[config.mk]
export PLATFORM = sky130hd
export DESIGN_NAME = dma_ring_position_tracker
export DESIGN_NICKNAME = d
export VERILOG_FILES = /design/src/rtl/drpt_pkg.sv /design/src/rtl/drpt_sample.sv /design/src/rtl/dma_ring_position_tracker.sv
export SDC_FILE = /design/constraint.sdc
export NUM_CORES = 1
export LEC_CHECK = 0
export ABC_AREA = 1
export BUFFER_PORTS_ARGS = -buffer_cell sky130_fd_sc_hd__buf_4
export CAP_MARGIN = 10
export CORE_MARGIN = 5
export CORE_UTILIZATION = 50
export CTS_BUF_LIST = sky130_fd_sc_hd__clkbuf_16
export DETAILED_ROUTE_END_ITERATION = 7
export HOLD_SLACK_MARGIN = 0.12
export PLACE_DENSITY = 0.68
export SLEW_MARGIN = 20
export SYNTH_ARGS = -nofsm -noshare
export SYNTH_HDL_FRONTEND = slang
export SYNTH_SLANG_ARGS = --single-unit
[constraint.sdc]
create_clock -name clock -period 5.8 [get_ports clock]
set_input_delay 0.58 -clock clock [delete_from_list [all_inputs] [get_ports clock]]
set_output_delay 0.58 -clock clock [all_outputs]
set_load 0.02 [all_outputs]
[src/rtl/drpt_pkg.sv]
// shared types and constants for the dma ring position tracker
package drpt_pkg;

   // action codes carried in a request word
   localparam logic [1:0] ACT_START     = 2'd0;
   localparam logic [1:0] ACT_INTERRUPT = 2'd1;
   localparam logic [1:0] ACT_QUERY     = 2'd2;
   localparam logic [1:0] ACT_STOP      = 2'd3;

   // highest descriptor index of the ring, also the last-valid reset value
   localparam logic [4:0] RING_LAST = 5'd31;

   typedef struct packed {
      logic [1:0]  action;
      logic        interrupt_pending;
      logic        fifo_error;
      logic        engine_halted;
      logic        last_entry_done;
      logic [4:0]  current_index;
      logic [4:0]  current_index_again;
      logic [15:0] remaining_samples;
   } req_word_type;

   typedef struct packed {
      logic [5:0]  completed_periods;
      logic [63:0] play_position;
      logic [4:0]  last_valid_index;
      logic        write_last_index;
      logic        error_flag;
      logic        is_running;
   } rsp_word_type;

   // outcome of one position sample
   typedef struct packed {
      logic [63:0] position;
      logic        clear_terminal;
   } sample_type;

endpackage

[src/rtl/drpt_sample.sv]
// position sample: consistency check, terminal-entry guard and monotonic raise
module drpt_sample #(
   parameter int PERIOD_SAMPLES = 2048
) (
   input  logic                  running,
   input  logic                  terminal_pending,
   input  logic [4:0]            next_done_index,
   input  logic [63:0]           done_frames,
   input  logic [63:0]           reported_position,
   input  logic [4:0]            current_index,
   input  logic [4:0]            current_index_again,
   input  logic [15:0]           remaining_samples,
   output drpt_pkg::sample_type  sample
);

   localparam logic [16:0] PERIOD_W = 17'(PERIOD_SAMPLES);
   localparam logic [14:0] FRAMES_W = 15'(PERIOD_SAMPLES / 2);

   logic        consistent;
   logic        terminal_hit;
   logic [4:0]  distance;
   logic [15:0] partial;
   logic [19:0] span;
   logic [63:0] candidate;
   logic [63:0] base;

   always_comb begin
      consistent   = (current_index == current_index_again) &&
                     ({1'b0, remaining_samples} <= PERIOD_W);
      terminal_hit = terminal_pending && (current_index == next_done_index - 5'd1);
      distance     = current_index - next_done_index;
      partial      = 16'((PERIOD_W - {1'b0, remaining_samples}) >> 1);
      span         = {15'd0, distance} * {5'd0, FRAMES_W};
      candidate    = done_frames + {44'd0, span} + {48'd0, partial};
      base         = terminal_hit ? done_frames : candidate;

      sample.clear_terminal = running && consistent && !terminal_hit;
      if (running && consistent && (base > reported_position)) begin
         sample.position = base;
      end else begin
         sample.position = reported_position;
      end
   end

endmodule

[src/rtl/dma_ring_position_tracker.sv]
// top level of the dma ring position tracker
//
// tracks playback progress through a 32-entry audio descriptor ring.
// req channel: one word per driver event (start, interrupt, position query,
// stop) with the sampled status flags, two index samples and the remaining
// sample count. rsp channel: exactly one word per request word, carrying the
// completed period count, the monotonic play position in frames, the last
// valid index to program and the error and running flags.
// a request taken into the input register passes through the state update
// into the response register, where it waits until the receiver takes it.
// throughput: one word per cycle while rsp_stall is low; the state
// update is a single pass of logic between the input register and the
// response register, so consecutive words never wait on each other.
// when rsp_stall is high the response register holds its word; the input
// register still takes one more word, after which req_stall rises until the
// response is taken.
// reset (synchronous, active high) empties both registers, stops the block
// and sets the last valid index to 31 with all counters cleared.
module dma_ring_position_tracker #(
   parameter int PERIOD_SAMPLES = 2048
) (
   input  logic                   clock,
   input  logic                   reset,
   input  logic                   req_valid,
   output logic                   req_stall,
   input  drpt_pkg::req_word_type req_word,
   output logic                   rsp_valid,
   input  logic                   rsp_stall,
   output drpt_pkg::rsp_word_type rsp_word
);

   localparam logic [14:0] FRAMES_W = 15'(PERIOD_SAMPLES / 2);

   // input register
   logic                   in_valid_ff;
   drpt_pkg::req_word_type in_word_ff;

   // tracker state
   logic        running_ff, running_in;
   logic [4:0]  next_done_ff, next_done_in;
   logic [4:0]  last_valid_ff, last_valid_in;
   logic [63:0] done_frames_ff, done_frames_in;
   logic [63:0] position_ff, position_in;
   logic        terminal_ff, terminal_in;

   // response register
   logic                   rsp_valid_ff;
   drpt_pkg::rsp_word_type rsp_word_ff, rsp_word_in;

   logic                 advance;
   logic                 take_req;
   logic [5:0]           completed;
   logic [20:0]          frames_added;
   logic                 terminal;
   drpt_pkg::sample_type sample;

   // input register holds a word and the response slot is free or being emptied this cycle
   assign advance   = in_valid_ff && (!rsp_valid_ff || !rsp_stall);
   // input register is blocked only while it holds a word that cannot move on
   assign req_stall = in_valid_ff && !advance;
   assign take_req  = req_valid && !req_stall;

   assign rsp_valid = rsp_valid_ff;
   assign rsp_word  = rsp_word_ff;

   drpt_sample #(
      .PERIOD_SAMPLES(PERIOD_SAMPLES)
   ) u_sample (
      .running             (running_ff),
      .terminal_pending    (terminal_ff),
      .next_done_index     (next_done_ff),
      .done_frames         (done_frames_ff),
      .reported_position   (position_ff),
      .current_index       (in_word_ff.current_index),
      .current_index_again (in_word_ff.current_index_again),
      .remaining_samples   (in_word_ff.remaining_samples),
      .sample              (sample)
   );

   always_comb begin
      // periods finished since the last interrupt, one more when the engine
      // halted on the terminal entry
      terminal     = in_word_ff.engine_halted && in_word_ff.last_entry_done;
      completed    = {1'b0, in_word_ff.current_index - next_done_ff} + {5'd0, terminal};
      frames_added = {15'd0, completed} * {6'd0, FRAMES_W};

      running_in     = running_ff;
      next_done_in   = next_done_ff;
      last_valid_in  = last_valid_ff;
      done_frames_in = done_frames_ff;
      position_in    = position_ff;
      terminal_in    = terminal_ff;

      rsp_word_in.completed_periods = 6'd0;
      rsp_word_in.write_last_index  = 1'b0;
      rsp_word_in.error_flag        = 1'b0;

      case (in_word_ff.action)
         drpt_pkg::ACT_START: begin
            if (running_ff) begin
               // refused start, nothing changes
               rsp_word_in.error_flag = 1'b1;
            end else begin
               running_in     = 1'b1;
               next_done_in   = 5'd0;
               last_valid_in  = drpt_pkg::RING_LAST;
               done_frames_in = 64'd0;
               position_in    = 64'd0;
               terminal_in    = 1'b0;
               rsp_word_in.write_last_index = 1'b1;
            end
         end
         drpt_pkg::ACT_INTERRUPT: begin
            if (running_ff && in_word_ff.interrupt_pending) begin
               if (in_word_ff.fifo_error) begin
                  // fifo error: last position sample, then stop
                  position_in = sample.position;
                  if (sample.clear_terminal) begin
                     terminal_in = 1'b0;
                  end
                  running_in = 1'b0;
                  rsp_word_in.error_flag = 1'b1;
               end else begin
                  done_frames_in = done_frames_ff + {43'd0, frames_added};
                  next_done_in   = next_done_ff + completed[4:0];
                  last_valid_in  = last_valid_ff + completed[4:0];
                  rsp_word_in.completed_periods = completed;
                  if (completed != 6'd0) begin
                     terminal_in = terminal;
                     rsp_word_in.write_last_index = 1'b1;
                  end
               end
            end
         end
         drpt_pkg::ACT_QUERY: begin
            position_in = sample.position;
            if (sample.clear_terminal) begin
               terminal_in = 1'b0;
            end
         end
         drpt_pkg::ACT_STOP: begin
            position_in = sample.position;
            if (sample.clear_terminal) begin
               terminal_in = 1'b0;
            end
            running_in = 1'b0;
         end
         default: begin
            running_in = running_ff;
         end
      endcase

      rsp_word_in.play_position    = position_in;
      rsp_word_in.last_valid_index = last_valid_in;
      rsp_word_in.is_running       = running_in;
   end

   always_ff @(posedge clock) begin
      if (reset) begin
         in_valid_ff    <= 1'b0;
         rsp_valid_ff   <= 1'b0;
         running_ff     <= 1'b0;
         next_done_ff   <= 5'd0;
         last_valid_ff  <= drpt_pkg::RING_LAST;
         done_frames_ff <= 64'd0;
         position_ff    <= 64'd0;
         terminal_ff    <= 1'b0;
      end else begin
         // input register refills whenever it is not held
         if (!req_stall) begin
            in_valid_ff <= req_valid;
         end
         if (advance) begin
            rsp_valid_ff   <= 1'b1;
            running_ff     <= running_in;
            next_done_ff   <= next_done_in;
            last_valid_ff  <= last_valid_in;
            done_frames_ff <= done_frames_in;
            position_ff    <= position_in;
            terminal_ff    <= terminal_in;
         end else if (!rsp_stall) begin
            rsp_valid_ff <= 1'b0;
         end
      end
   end

   // payload registers
   always_ff @(posedge clock) begin
      if (take_req) begin
         in_word_ff <= req_word;
      end
      if (advance) begin
         rsp_word_ff <= rsp_word_in;
      end
   end

endmodule

# Word-level counts from Yosys, hierarchy flattened
# Index checks and enable logic that the tools add are counted.
# totals
regBits,252
word_cells,104
in_bits,36
out_inout_bits,80
# classes
muxes,36
eq_ne,10
order_cmp,2
bitwise,2
addsub,9
reduce_logical,23
# ops
op,n
$mux W64,8
$pmux W64 S3,1
$add A64 B16 Y64,2
$pmux W64 S2,1
$add A64 B15 Y64,1
$gt A64 B64 Y1,1
$mux W5,6
$pmux W5 S2,2
$sub A12 B16 Y17 const A,1
$le A16 B12 Y1 const B,1
$mux W1,14
$add A5 B5 Y5,2
$eq A5 B5 Y1,2
$logic_and A1 B1 Y1,10
$add A5 B1 Y6,1
$ne A2 B2 Y1 const B,3
$pmux W1 S3,2
$reduce_bool A6 Y1,1
$logic_not A1 Y1,5
$reduce_and A5 Y1,1
$sub A5 B1 Y5 const B,1
$sub A5 B5 Y5,1
$eq A2 B2 Y1 const B,2
$pmux W2 S2,1
11 further kinds,12

# Logic depth before layout (Yosys ltp)
# Gate-level depths: netlist (run 1).
# depth
depth_word,10
mapped_depth,43
depth_no_buf,42

# Hierarchy
# From an unflattened synthesis (run 1), not the netlist that was laid out.
# hier_totals
hier_cells,2734
hier_area_um2,18089.8
# by_module_without_submodules
mod,area_each_um2,seq_area_each_um2,cells_per_inst,n_inst
dma_ring_position_tracker,11398.4,5945.7,1388,1
drpt_sample,6691.4,0.0,1346,1

# Least setup slack after synthesis (run 1)
# No wires, ideal clock.
# synth_timing
path_type,register to register
from,register in_word_ff[0] (netlist name)
to,register position_ff[12]
required_ns,5.687
setup_ns,0.113
period_less_slack_ns,5.053
setup_slack_ns,0.747
n_path_buf,1
arrival_ns,4.940
stages_incl_launch_ff,38
cell_sequence,edfxtp_1 inv_1 ha_1 nand3_1 inv_1 nand3_1 nand2_1 nand2_1 nor2_1 xor2_1 fa_1 inv_1 ha_1 nand2_1 nor2_1 nand2_1 nand2_1 inv_1 [2 not listed] o21ai_0 nand2_1 ha_1 nand2_1 nor2_1 nand4_1 nor2_1 nor3b_2 nand2_1 nand2_1 inv_2 nand2_2 buf_2 nand2_1 nand3_1 nand3_1 nand2_1 inv_1
# synth_via
elab_chain_cells,9
# synth_rtl
element,line,source
from (decl),dma_ring_position_tracker.sv:36,drpt_pkg::req_word_type in_word_ff;
from (signal assigned),dma_ring_position_tracker.sv:190,in_word_ff <= req_word;
$sub A12 B16 Y17,drpt_sample.sv:32,"partial = 16'((PERIOD_W - {1'b0, remaining_samples}) >> 1);"
$add A64 B16 Y64,drpt_sample.sv:34,"candidate = done_frames + {44'd0, span} + {48'd0, partial};"
$mux W64,drpt_sample.sv:35,base = terminal_hit ? done_frames : candidate;
$gt A64 B64 Y1,drpt_sample.sv:38,if (running && consistent && (base > reported_position)) begin
$logic_and A1 B1 Y1,drpt_sample.sv:38,
$mux W64 (*),drpt_sample.sv:38,
$mux W64,dma_ring_position_tracker.sv:115,if (in_word_ff.fifo_error) begin
$mux W64,dma_ring_position_tracker.sv:114,if (running_ff && in_word_ff.interrupt_pending) begin
$pmux W64 S3 (*),dma_ring_position_tracker.sv:98,case (in_word_ff.action)
to (signal assigned),dma_ring_position_tracker.sv:179,position_ff <= position_in;
to (decl),dma_ring_position_tracker.sv:43,"logic [63:0] position_ff, position_in;"
# Mark *: on every way between the ends. The rest lies on a longest branch, timed or not.
# A chain may end at the register's enable or synchronous reset.

# Worst setup path in the final report (run 1)
# layout_timing
from,register in_word_ff[0] (netlist name)
to,"register rsp_word_ff (netlist bit rsp_word[48]), data pin"
# layout_via
elab_chain_cells,9
# layout_rtl
element,line,source
$sub A12 B16 Y17,drpt_sample.sv:32,
$add A64 B16 Y64,drpt_sample.sv:34,
$mux W64,drpt_sample.sv:35,
$gt A64 B64 Y1,drpt_sample.sv:38,
$logic_and A1 B1 Y1,drpt_sample.sv:38,
$mux W64 (*),drpt_sample.sv:38,
$mux W64,dma_ring_position_tracker.sv:115,
$mux W64,dma_ring_position_tracker.sv:114,
$pmux W64 S3 (*),dma_ring_position_tracker.sv:98,
named net position_in[40],dma_ring_position_tracker.sv:43,
to (signal assigned),dma_ring_position_tracker.sv:193,rsp_word_ff <= rsp_word_in;
to (decl),dma_ring_position_tracker.sv:48,"drpt_pkg::rsp_word_type rsp_word_ff, rsp_word_in;"
# Mark *: on every way through the listed nets, which the timed path passes. The rest lies on a longest branch.

==> results of run 1 <==
-- worst max-delay path: cells and delay by family, from the launching register on --
| family | cells | cell delay [ns] |
|---|---|---|
| AND/OR/NAND/NOR | 21 | 2.26 |
| adder cells (fa/ha/maj) | 4 | 1.17 |
| buffers and inverters | 7 | 0.86 |
| AO/OA/AOI/OAI | 2 | 0.42 |
| flip-flops | 1 | 0.42 |
| XOR/XNOR | 1 | 0.21 |
-- kinds of logic after synthesis --
| group | count (synthesis) | synth area share |
|---|---|---|
| AOI/OAI and AO/OA | 299 | 0.0950 |
| xor gates and xnor gates | 30 | 0.0154 |
| adders and majority gates | 113 | 0.0874 |
| buffers and inverters | 534 | 0.120 |
| DFF | 242 | 0.349 |
| other | 2 | 0.000441 |
| and+or+nand+nor | 1333 | 0.333 |
-- final cells by class --
cell class | count | share of cell area
clock inverter | 25 | 0.0129
multi-input combinational | 1786 | 0.468
inverter | 464 | 0.0863
sequential | 242 | 0.295
tap | 448 | 0.0278
clock buffer | 29 | 0.0360
timing repair buffer | 178 | 0.0745
-- layout by cell type (no fill, tap or decap), types with 6 or more instances in the layout --
master	Yosys	final
dfxtp_1	132	132
or2_2	8	8
nand4_1	47	47
o211ai_1	16	16
nand3_1	271	259
xor2_1	19	16
nand2_2	3	29
fa_1	10	10
o21ai_1	7	9
conb_1	2	11
nor2_4	3	6
nand3_4	2	6
nor2_1	170	160
inv_2	11	16
a21oi_1	183	181
nand3_2	1	9
inv_1	453	454
o21a_1	10	10
buf_4	5	163
o21ai_0	65	62
nor2_2	3	10
clkinv_1	0	6
nand2_1	763	733
o21bai_1	7	6
xnor2_1	11	11
ha_1	103	98
edfxtp_1	110	110
nor3_1	49	48
clkbuf_16	0	33
-- repair_timing --
action                                  CTS  global route
setup buffers                             0            14
resized for setup                         9            85
gates cloned                              1             5
endpoints found under the setup margin  128           128
pin swaps                                 1            25
-- per-stage QoR --
step | total power [µW] | area (µm²) | util
6_report | 4810 | 20200 | 0.600
5_1_grt | 5040 | 20200 | 0.600
4_1_cts | 4780 | 19600 | 0.584
3_5_place_dp | 2880 | 18600 | 0.552
3_3_place_gp | 2860 | 18600 | 0.552
2_1_floorplan | 2590 | 17100 | -
-- flip-flops by register name, indices dropped and copies added, names as in the netlist --
register and flops:
done_frames_ff 54, in_valid_ff 1, in_word_ff 32, last_valid_ff 5, next_done_ff 5, position_ff 64, rsp_valid 1, rsp_word 78
running_ff 1, terminal_ff 1
-- worst max path at each step --
| stage | from | end | cells past startpoint |
|---|---|---|---|
| 5_1_grt | in_word_ff[1] | rsp_word[59] | 35 |
| 3_3_place_gp | in_word_ff[4] | rsp_word[17] | 32 |
| 4_1_cts | in_word_ff[0] | position_ff[9] | 40 |
| 2_1_floorplan | in_word_ff[0] | position_ff[12] | 37 |
| 3_5_place_dp | in_word_ff[2] | position_ff[9] | 34 |
| 6_report | in_word_ff[0] | rsp_word[48] | 35 |
-- report_power, final --
part | switching [µW] | total [µW] | internal [µW]
clock | 765 | 1900 | 1130
sequential | 40.2 | 1920 | 1870
combinational | 651 | 996 | 346
total | 1460 | 4810 | 3350
-- metal layers --
layer,vias to the layer above,GRT usage,wire [µm]
li1,8476,-,-
met1,8036,0.395,24600
met4,2,0.0659,1400
met3,104,0.0538,4670
met5,-,0,11
met2,603,0.426,24100
==> key figures, run 1 <==
Yosys
  – Cell types occupying the most area after synthesis: edfxtp_1, nand2_1, dfxtp_1, inv_1, nand3_1
  – Flip-flop and latch count after synthesis: 242
  – Cell variety after synth: 42
  – Synthesized netlist cell count: 2553
  – Largest area contributor in the synthesized netlist: edfxtp_1
  – Most frequently used cell type in the post-synthesis netlist: nand2_1
  – Most frequently used flop master after synthesis: dfxtp_1
  – Seq/Total Area, Yosys: 0.349
  – Number of synthesized flops with an enable pin: 110
  – Most frequent cells after synthesis: nand2_1, inv_1, nand3_1
  – Netlist Area Pre-Place: 0.0170 mm²
  – Share of the synthesized area in the top cell type: 0.194
  – Number of synthesis warnings: 0
  – Post-Syn Area per Cell: 6.67 µm²
  – Async set-or-reset flop fraction in the synthesized netlist: 0

Setup path
  – Setup crit end kind: register
  – Worst Path Arrival: 5.91 ns
  – Critical R2R Capture: rsp_word[48]
  – Most frequent CP cell: nand2_1
  – Required time at the endpoint of the critical path: 6.12 ns
  – Worst-case register-to-register setup slack: 0.21 ns
  – Crit Reg-Reg Startpoint: in_word_ff[0]
  – Cell with the largest stage delay on the worst path: edfxtp_1
  – Critical Path Max Stage Delay: 0.42 ns
  – Highest net fanout along the worst path: 13
  – Worst Setup Start Kind: register
  – Number of cells on the worst reg-to-reg path: 35
  – Type of the worst setup path: register to register

Finish
  – Number of antenna diodes: 0
  – Total of fill cells in the finished design: 3177
  – Area taken by flip-flops and latches: 0.00595 mm²
  – Nets: 2850
  – Count of placed standard cells in the final layout, fillers left out: 3172
  – Ratio of cells with drive above 1 in the final layout: 0.120
  – Layout overhead on the synthesized area: 18.4%
  – Multi-input gate area in the final layout: 0.00944 mm²

Floorplanning
  – Std-Cell Rows: 67
  – Die span in y: 195 µm
  – Top-Level Pins: 116
  – Core Footprint: 0.0336 mm²
  – Initial Utilization: 0.507
  – Floorplan die area: 0.0379 mm²
  – X dimension of the die: 195 µm

Worst hold path
  – Launch point of the worst hold path: req_word[28]
  – Capture endpoint of the worst hold path: in_word_ff[28]
  – Class of the tightest hold or removal check: primary input to register
  – WHS Path Cells: 1

Timing
  – Final Max Tran Viols: 0
  – Minimum setup slack in the final design: 0.214 ns
  – Final hold viol count: 0
  – TNS Setup: 0 ns
  – Layout Skew: 0.0249 ns
  – Final critical-path required period: 5.59 ns
  – Worst-margin pin slew: 1.02 ns
  – Final setup violation count: 0
  – Final clock period utilization by the worst path: 0.963
  – Highest clock rate: 179 MHz
  – Worst slew slack as a fraction of its limit: 0.320
  – Final hold slack: 0.172 ns

Routing
  – Detailed-route vias per instance: 5.43
  – WL final: 54700 µm
  – Detailed Route Iter0 Violations: 1405
  – WL per Instance: 17.3 µm
  – Antenna violation net count after detailed routing: 0
  – Total number of vias: 17200
  – DRT Pass-1 Iters: 6
  – Detailed-route DRC error count: 0

Place
  – Port-buffer cells: 115
  – Detailed placement HPWL: 40800 µm
  – Final Wtd Congestion: 0.981
  – Worst-case setup slack after placement: -0.150 ns
  – Number of placed instances with taps included: 3098

Power
  – Leakage power summed over all cells: 0.00987 µW
  – Largest voltage drop on the vdd net: 0.240 mV
  – Power density over the cells: 238 mW/mm²

Clock network
  – Number of buffers added by the clock tree synthesis step: 29
  – Clock tree from TritonCTS: yes
  – Clock Pin Slew Worst Setup and Hold Paths: 0.06 ns
  – # hold bufs at CTS: 0
  – Insertion delay to the later sink of the worst-skew pair: 0.59 ns
  – Clock root buffer: clkbuf_16
  – Number of buffers on the longest clock path: 3
  – Maximum level of the CTS H-tree: 1
  – Clk sink count: 242

Flow run
  – Maxcap violations: 0

GRT
  – Antenna violations before repair: 1
  – GR Overflow Total: 0
  – Largest net degree at the start of global routing: 89
  – Global router's overall resource usage: 0.274
  – Global-route wire length before repair: 84100 µm
  – Vias in the first global route: 15700

Status
  – Run status: complete, no violations
Power figures use the tool's default switching activity.
==> run 2: changes to the inputs <==
Settings changed: CORE_UTILIZATION 50 to 60, PLACE_DENSITY 0.68 to 0.79.
==> run 2 against run 1 <==
  * Clock power about the same
  * Clock-buffer cell count down 1
  * Wire length up 1.2%
  * Sequential power about the same
  * Sequential cell count unchanged
==> key figures, run 2 (synthesis gave the netlist of run 1 again) <==
Status
  – Run status: complete, no violations (unchanged)

Floorplanning
  – Die span in y: 179 µm (was 195 µm)
  – Floorplan die area: 0.0319 mm² (was 0.0379 mm²)
  – Std-Cell Rows: 61 (was 67)
  – Initial Utilization: 0.610 (was 0.507)
  – Core Footprint: 0.0279 mm² (was 0.0336 mm²)
  – X dimension of the die: 179 µm (was 195 µm)
  – Top-Level Pins: 116 (unchanged)

Routing
  – Detailed-route DRC error count: 0 (unchanged)
  – WL final: 55400 µm (was 54700 µm)
  – WL per Instance: 17.9 µm (was 17.3 µm)
  – DRT Pass-1 Iters: 7 (was 6)
  – Detailed-route vias per instance: 5.72 (was 5.43)
  – Total number of vias: 17700 (was 17200)
  – Detailed Route Iter0 Violations: 1904 (was 1405)
  – Antenna violation net count after detailed routing: 0 (unchanged)

GRT
  – Antenna violations before repair: 1 (unchanged)
  – Global-route wire length before repair: 82400 µm (was 84100 µm)
  – GR Overflow Total: 0 (unchanged)
  – Global router's overall resource usage: 0.325 (was 0.274)
  – Largest net degree at the start of global routing: 81 (was 89)
  – Vias in the first global route: 16000 (was 15700)

Setup path
  – Most frequent CP cell: nand2_1 (unchanged)
  – Highest net fanout along the worst path: 8 (was 13)
  – Crit Reg-Reg Startpoint: in_word_ff[3] (was in_word_ff[0])
  – Critical R2R Capture: position_ff[48] (was rsp_word[48])
  – Capturing element of the worst setup path: position_ff[48] (was rsp_word[48])
  – Critical Path Max Stage Delay: 0.50 ns (was 0.42 ns)
  – Type of the worst setup path: register to register (unchanged)
  – Setup crit end kind: register (unchanged)
  – Worst-case register-to-register setup slack: 0.08 ns (was 0.21 ns)
  – Worst Path Arrival: 6.19 ns (was 5.91 ns)
  – Timing startpoint of the critical path: in_word_ff[3] (was in_word_ff[0])
  – Required time at the endpoint of the critical path: 6.27 ns (was 6.12 ns)
  – Worst Setup Start Kind: register (unchanged)
  – Cell with the largest stage delay on the worst path: fa_1 (was edfxtp_1)
  – Number of cells on the worst reg-to-reg path: 36 (was 35)

Power
  – Leakage power summed over all cells: 0.00991 µW (was 0.00987 µW)
  – Largest voltage drop on the vdd net: 0.229 mV (was 0.240 mV)
  – Power density over the cells: 238 mW/mm² (about the same)

Clock network
  – Clock Pin Slew Worst Setup and Hold Paths: 0.07 ns (was 0.06 ns)
  – Number of buffers added by the clock tree synthesis step: 28 (was 29)
  – Insertion delay to the later sink of the worst-skew pair: 0.57 ns (was 0.59 ns)
  – Clk sink count: 242 (unchanged)
  – # hold bufs at CTS: 0 (unchanged)
  – Number of buffers on the longest clock path: 3 (unchanged)
  – Clock root buffer: clkbuf_16 (unchanged)
  – Maximum level of the CTS H-tree: 1 (unchanged)
  – Clock tree from TritonCTS: yes (unchanged)

Worst hold path
  – Class of the tightest hold or removal check: primary input to register (unchanged)

Finish
  – Most common library cell in the layout ignoring fill and taps: nand2_1 (unchanged)
  – Max FFs per register: 78 (unchanged)
  – Ratio of cells with drive above 1 in the final layout: 0.135 (was 0.120)
  – Most frequent cells in the layout: nand2_1, inv_1, nand3_1, a21oi_1, nor2_1 (was nand2_1, inv_1, nand3_1, a21oi_1, buf_4)
  – Number of antenna diodes: 0 (unchanged)
  – Layout overhead on the synthesized area: 19.6% (was 18.4%)
  – Nets: 2847 (was 2850)

Place
  – Final Wtd Congestion: 1.01 (was 0.981)
  – Port-buffer cells: 115 (unchanged)
  – Worst-case setup slack after placement: -0.0431 ns (was -0.150 ns)
  – Detailed placement HPWL: 38900 µm (was 40800 µm)

Timing
  – Minimum setup slack in the final design: 0.0818 ns (was 0.214 ns)
  – Highest clock rate: 175 MHz (was 179 MHz)
  – Final setup violation count: 0 (unchanged)
  – Final critical-path required period: 5.72 ns (was 5.59 ns)
  – Final hold viol count: 0 (unchanged)
  – Worst-margin pin slew: 1.02 ns (about the same)
  – Layout Skew: 0.0132 ns (was 0.0249 ns)
  – Worst slew slack as a fraction of its limit: 0.318 (was 0.320)
  – Final hold slack: 0.184 ns (was 0.172 ns)
  – Final clock period utilization by the worst path: 0.986 (was 0.963)
  – Final Max Tran Viols: 0 (unchanged)

Flow run
  – Maxcap violations: 0 (unchanged)
==> run 2: worst max-delay path, delay by kind of cell (launching register included) <==
kind | cells | cell delay, ns
and+or+nand+nor | 20 | 2.34
adders and majority gates | 3 | 1.16
buffers and inverters | 8 | 0.88
AOI/OAI and AO/OA | 4 | 0.65
DFF | 1 | 0.41
xor gates and xnor gates | 1 | 0.16
==> run 2: routing by layer <==
layer  up-vias  track usage  wire length (µm)
met4         0       0.0905              1780
li1       8471            -                 -
met5         -            0                 0
met2       872        0.516             25000
met1      8224        0.444             22300
met3       143       0.0795              6310
==> run 2: timing repair <==
item                                    4_1_cts  5_1_grt
endpoints found under the setup margin       87      128
gates resized for setup                      12      132
endpoints found under the hold margin         0        0
cloned                                        1       12
pin swaps                                     1       42
buffers inserted                              1       22
==> run 2: power by group <==
group | switching [µW] | total (µW) | internal, µW
combinational | 675 | 1040 | 363
sequential | 43.6 | 1920 | 1870
clock | 776 | 1890 | 1110
total | 1490 | 4850 | 3350
==> run 2: cell type report <==
type / count / area, µm²
Fill cell: 2271 / 7560
Multi-Input combinational cell: 1787 / 9680
Clock buffer: 28 / 701
Sequential cell: 242 / 5950
Tap cell: 378 / 473
Clock inverter: 24 / 292
Timing Repair Buffer: 175 / 1540
Inverter: 464 / 1740
==> run 2: worst min path at each step <==
stage | start | slack, ns | cells past startpoint | to
after detailed placement | done_frames_ff[14] | 0.48 | 2 | done_frames_ff[14]
after floorplan | done_frames_ff[50] | 0.45 | 1 | done_frames_ff[50]
after CTS | req_word[3] | 0.17 | 1 | in_word_ff[3]
final | req_word[3] | 0.18 | 1 | in_word_ff[3]
after global routing | req_word[21] | 0.17 | 1 | in_word_ff[21]
after global placement | next_done_ff[1] | 0.47 | 2 | next_done_ff[1]
==> run 2: through the flow <==
step	std cells	utilization	instance area, µm²	TNS (ns)	power (µW)
3_5_place_dp	3010	0.657	18400	-0.438	2860
2_1_floorplan	2562	-	17100	0	2590
6_report	3098	0.729	20400	0	4850
4_1_cts	3064	0.696	19400	0	4740
5_1_grt	3098	0.729	20400	-17.18	5050
3_3_place_gp	3010	0.657	18400	0	2830
==> run 3: changes to the inputs <==
Settings changed: REMOVE_ABC_BUFFERS set to 1.
Clock period 5.8 ns to 5.9 ns, I/O delays scaled along.
==> run 3 against run 2 <==
  * First-iteration DRC count is 8.6% lower
  * Utilization is 0.96 points higher
  * Wire length is 2.0% lower
  * Cell count is 0.32% higher
  * Fmax is 0.10% lower
  * Setup slack better by 0.094 ns
  * Largest power group unchanged
  * Sequential cell count stayed put
  * Largest cell class unchanged
  * Combinational power is 4% lower
==> key figures, run 3 (synthesis gave the netlist of run 1 again) <==
Status
  – Run status: complete, no violations (unchanged)

Timing
  – Highest clock rate: 175 MHz (about the same)
  – Layout Skew: 0.0258 ns (was 0.0132 ns)
  – Final hold slack: 0.212 ns (was 0.184 ns)
  – Final Max Tran Viols: 0 (unchanged)
  – Final setup violation count: 0 (unchanged)
  – Worst-margin pin slew: 1.09 ns (was 1.02 ns)
  – Final critical-path required period: 5.72 ns (about the same)
  – Final hold viol count: 0 (unchanged)
  – TNS Setup: 0 ns (unchanged)
  – Unrepaired setup endpoints after global routing: yes
  – Final clock period utilization by the worst path: 0.970 (was 0.986)
  – Worst slew slack as a fraction of its limit: 0.273 (was 0.318)

Setup path
  – Most frequent CP cell: nand2_1 (unchanged)
  – Worst Path Arrival: 6.16 ns (was 6.19 ns)
  – Worst Setup Start Kind: register (unchanged)
  – Crit Reg-Reg Startpoint: in_word_ff[4] (was in_word_ff[3])
  – Timing startpoint of the critical path: in_word_ff[4] (was in_word_ff[3])
  – Setup crit end kind: register (unchanged)
  – Type of the worst setup path: register to register (unchanged)
  – Critical Path Max Stage Delay: 0.57 ns (was 0.50 ns)
  – Required time at the endpoint of the critical path: 6.34 ns (was 6.27 ns)
  – Highest net fanout along the worst path: 8 (unchanged)
  – Number of cells on the worst reg-to-reg path: 36 (unchanged)
  – Cell with the largest stage delay on the worst path: fa_1 (unchanged)

Floorplanning
  – Floorplan die area: 0.0319 mm² (unchanged)
  – Die span in y: 179 µm (unchanged)
  – Std-Cell Rows: 61 (unchanged)
  – Top-Level Pins: 116 (unchanged)
  – Initial Utilization: 0.610 (unchanged)
  – Core Footprint: 0.0279 mm² (unchanged)
  – X dimension of the die: 179 µm (unchanged)

Routing
  – Detailed-route DRC error count: 0 (unchanged)
  – Antenna violation net count after detailed routing: 0 (unchanged)
  – Total number of vias: 17600 (was 17700)
  – Detailed Route Iter0 Violations: 1740 (was 1904)
  – WL per Instance: 17.5 µm (was 17.9 µm)
  – WL final: 54300 µm (was 55400 µm)
  – Detailed-route vias per instance: 5.65 (was 5.72)
  – DRT Pass-1 Iters: 6 (was 7)

Clock network
  – Number of buffers on the longest clock path: 3 (unchanged)
  – # hold bufs at CTS: 0 (unchanged)
  – Clock tree from TritonCTS: yes (unchanged)
  – Clock root buffer: clkbuf_16 (unchanged)
  – Clock Pin Slew Worst Setup and Hold Paths: 0.07 ns (about the same)
  – Maximum level of the CTS H-tree: 1 (unchanged)
  – Clk sink count: 242 (unchanged)
  – Number of buffers added by the clock tree synthesis step: 27 (was 28)
  – Insertion delay to the later sink of the worst-skew pair: 0.56 ns (was 0.57 ns)

Flow run
  – Maxcap violations: 0 (unchanged)

GRT
  – Vias in the first global route: 16500 (was 16000)
  – Global router's overall resource usage: 0.320 (was 0.325)
  – Antenna violations before repair: 0 (was 1)
  – GR Overflow Total: 0 (unchanged)
  – Largest net degree at the start of global routing: 73 (was 81)
  – Global-route wire length before repair: 82300 µm (was 82400 µm)

Finish
  – Most frequent cells in the layout: nand2_1, inv_1, nand3_1, a21oi_1, buf_4 (was nand2_1, inv_1, nand3_1, a21oi_1, nor2_1)
  – Count of placed standard cells in the final layout, fillers left out: 3108 (was 3098)
  – Total of fill cells in the finished design: 2248 (was 2271)
  – Number of antenna diodes: 0 (unchanged)
  – Nets: 2859 (was 2847)
  – Ratio of cells with drive above 1 in the final layout: 0.156 (was 0.135)
  – Most common library cell in the layout ignoring fill and taps: nand2_1 (unchanged)
  – Max FFs per register: 78 (unchanged)
  – Layout overhead on the synthesized area: 21.1% (was 19.6%)

Power
  – Power density over the cells: 229 mW/mm² (was 238 mW/mm²)
  – Leakage power summed over all cells: 0.00999 µW (was 0.00991 µW)
  – Largest voltage drop on the vdd net: 0.268 mV (was 0.229 mV)

Worst hold path
  – WHS Path Cells: 1 (unchanged)
  – Launch point of the worst hold path: req_word[20] (was req_word[3])
  – Class of the tightest hold or removal check: primary input to register (unchanged)

Place
  – Detailed placement HPWL: 37700 µm (was 38900 µm)
  – Final Wtd Congestion: 0.975 (was 1.01)
  – Port-buffer cells: 115 (unchanged)
  – Number of placed instances with taps included: 3026 (was 3010)
-- run 3: cell count changes in the layout (fill, tap and decap cells not counted), moves of 4 or more --
cell,previous run,this run
nand3_1,260,224
nand2_2,33,42
inv_2,21,26
nand3_2,8,43
nor2_2,14,9
nand2_1,724,717
o21ai_0,57,61
inv_1,446,439
buf_4,156,171
-- run 3: routing by layer --
metal  GRT usage  vias to the layer above  share of wire  routed length, µm
met5           0                        -              0                  0
met4      0.0934                        0          0.027               1490
met3      0.0449                      106          0.087               4700
met2       0.529                      752           0.46              25200
met1       0.438                     8196           0.42              22900
li1            -                     8501              -                  -
-- run 3: cell type report --
class | instances | area (µm²) | area share
flip-flops and latches | 242 | 5950 | 0.288
multi-input cells | 1786 | 9870 | 0.478
repair buffers | 189 | 1650 | 0.0800
clock buffers | 28 | 701 | 0.0340
clock inverters | 21 | 255 | 0.0124
well taps | 378 | 473 | 0.0229
inverters | 464 | 1740 | 0.0844
-- run 3: critical path, delay by kind of cell (launching register included) --
kind | cells | cell delay, ns
flops | 1 | 0.45
fa+ha+maj | 3 | 1.18
compound gates | 3 | 0.52
simple gates | 21 | 2.41
buf+inv | 8 | 0.98
xor+xnor | 1 | 0.07
-- run 3: worst paths after layout --
check	to	slack, ns
min	in_word_ff[20]	0.21
max	position_ff[29]	0.18
max reg2reg	position_ff[29]	0.18
min reg2reg	done_frames_ff[13]	0.50
-- run 3: timing repair --
action | CTS | global route
setup buffers | 1 | 25
pin swaps | 1 | 69
cloned | 0 | 8
resized for setup | 8 | 173
endpoints found under the setup margin | 128 | 128
-- run 3: stage by stage --
step | total power, µW | util | cell area, µm² | worst slack [ns]
floorplan | 2540 | - | 16800 | -3.39
global placement | 2760 | 0.663 | 18500 | 0.0139
detailed placement | 2800 | 0.663 | 18500 | -0.148
CTS | 4610 | 0.698 | 19500 | 0.00266
global route | 4920 | 0.739 | 20600 | -0.150
finish | 4720 | 0.739 | 20600 | 0.176
-- run 3: power breakdown --
part	switching (µW)	internal [µW]
clock	752	1090
sequential	40.7	1840
combinational	643	356
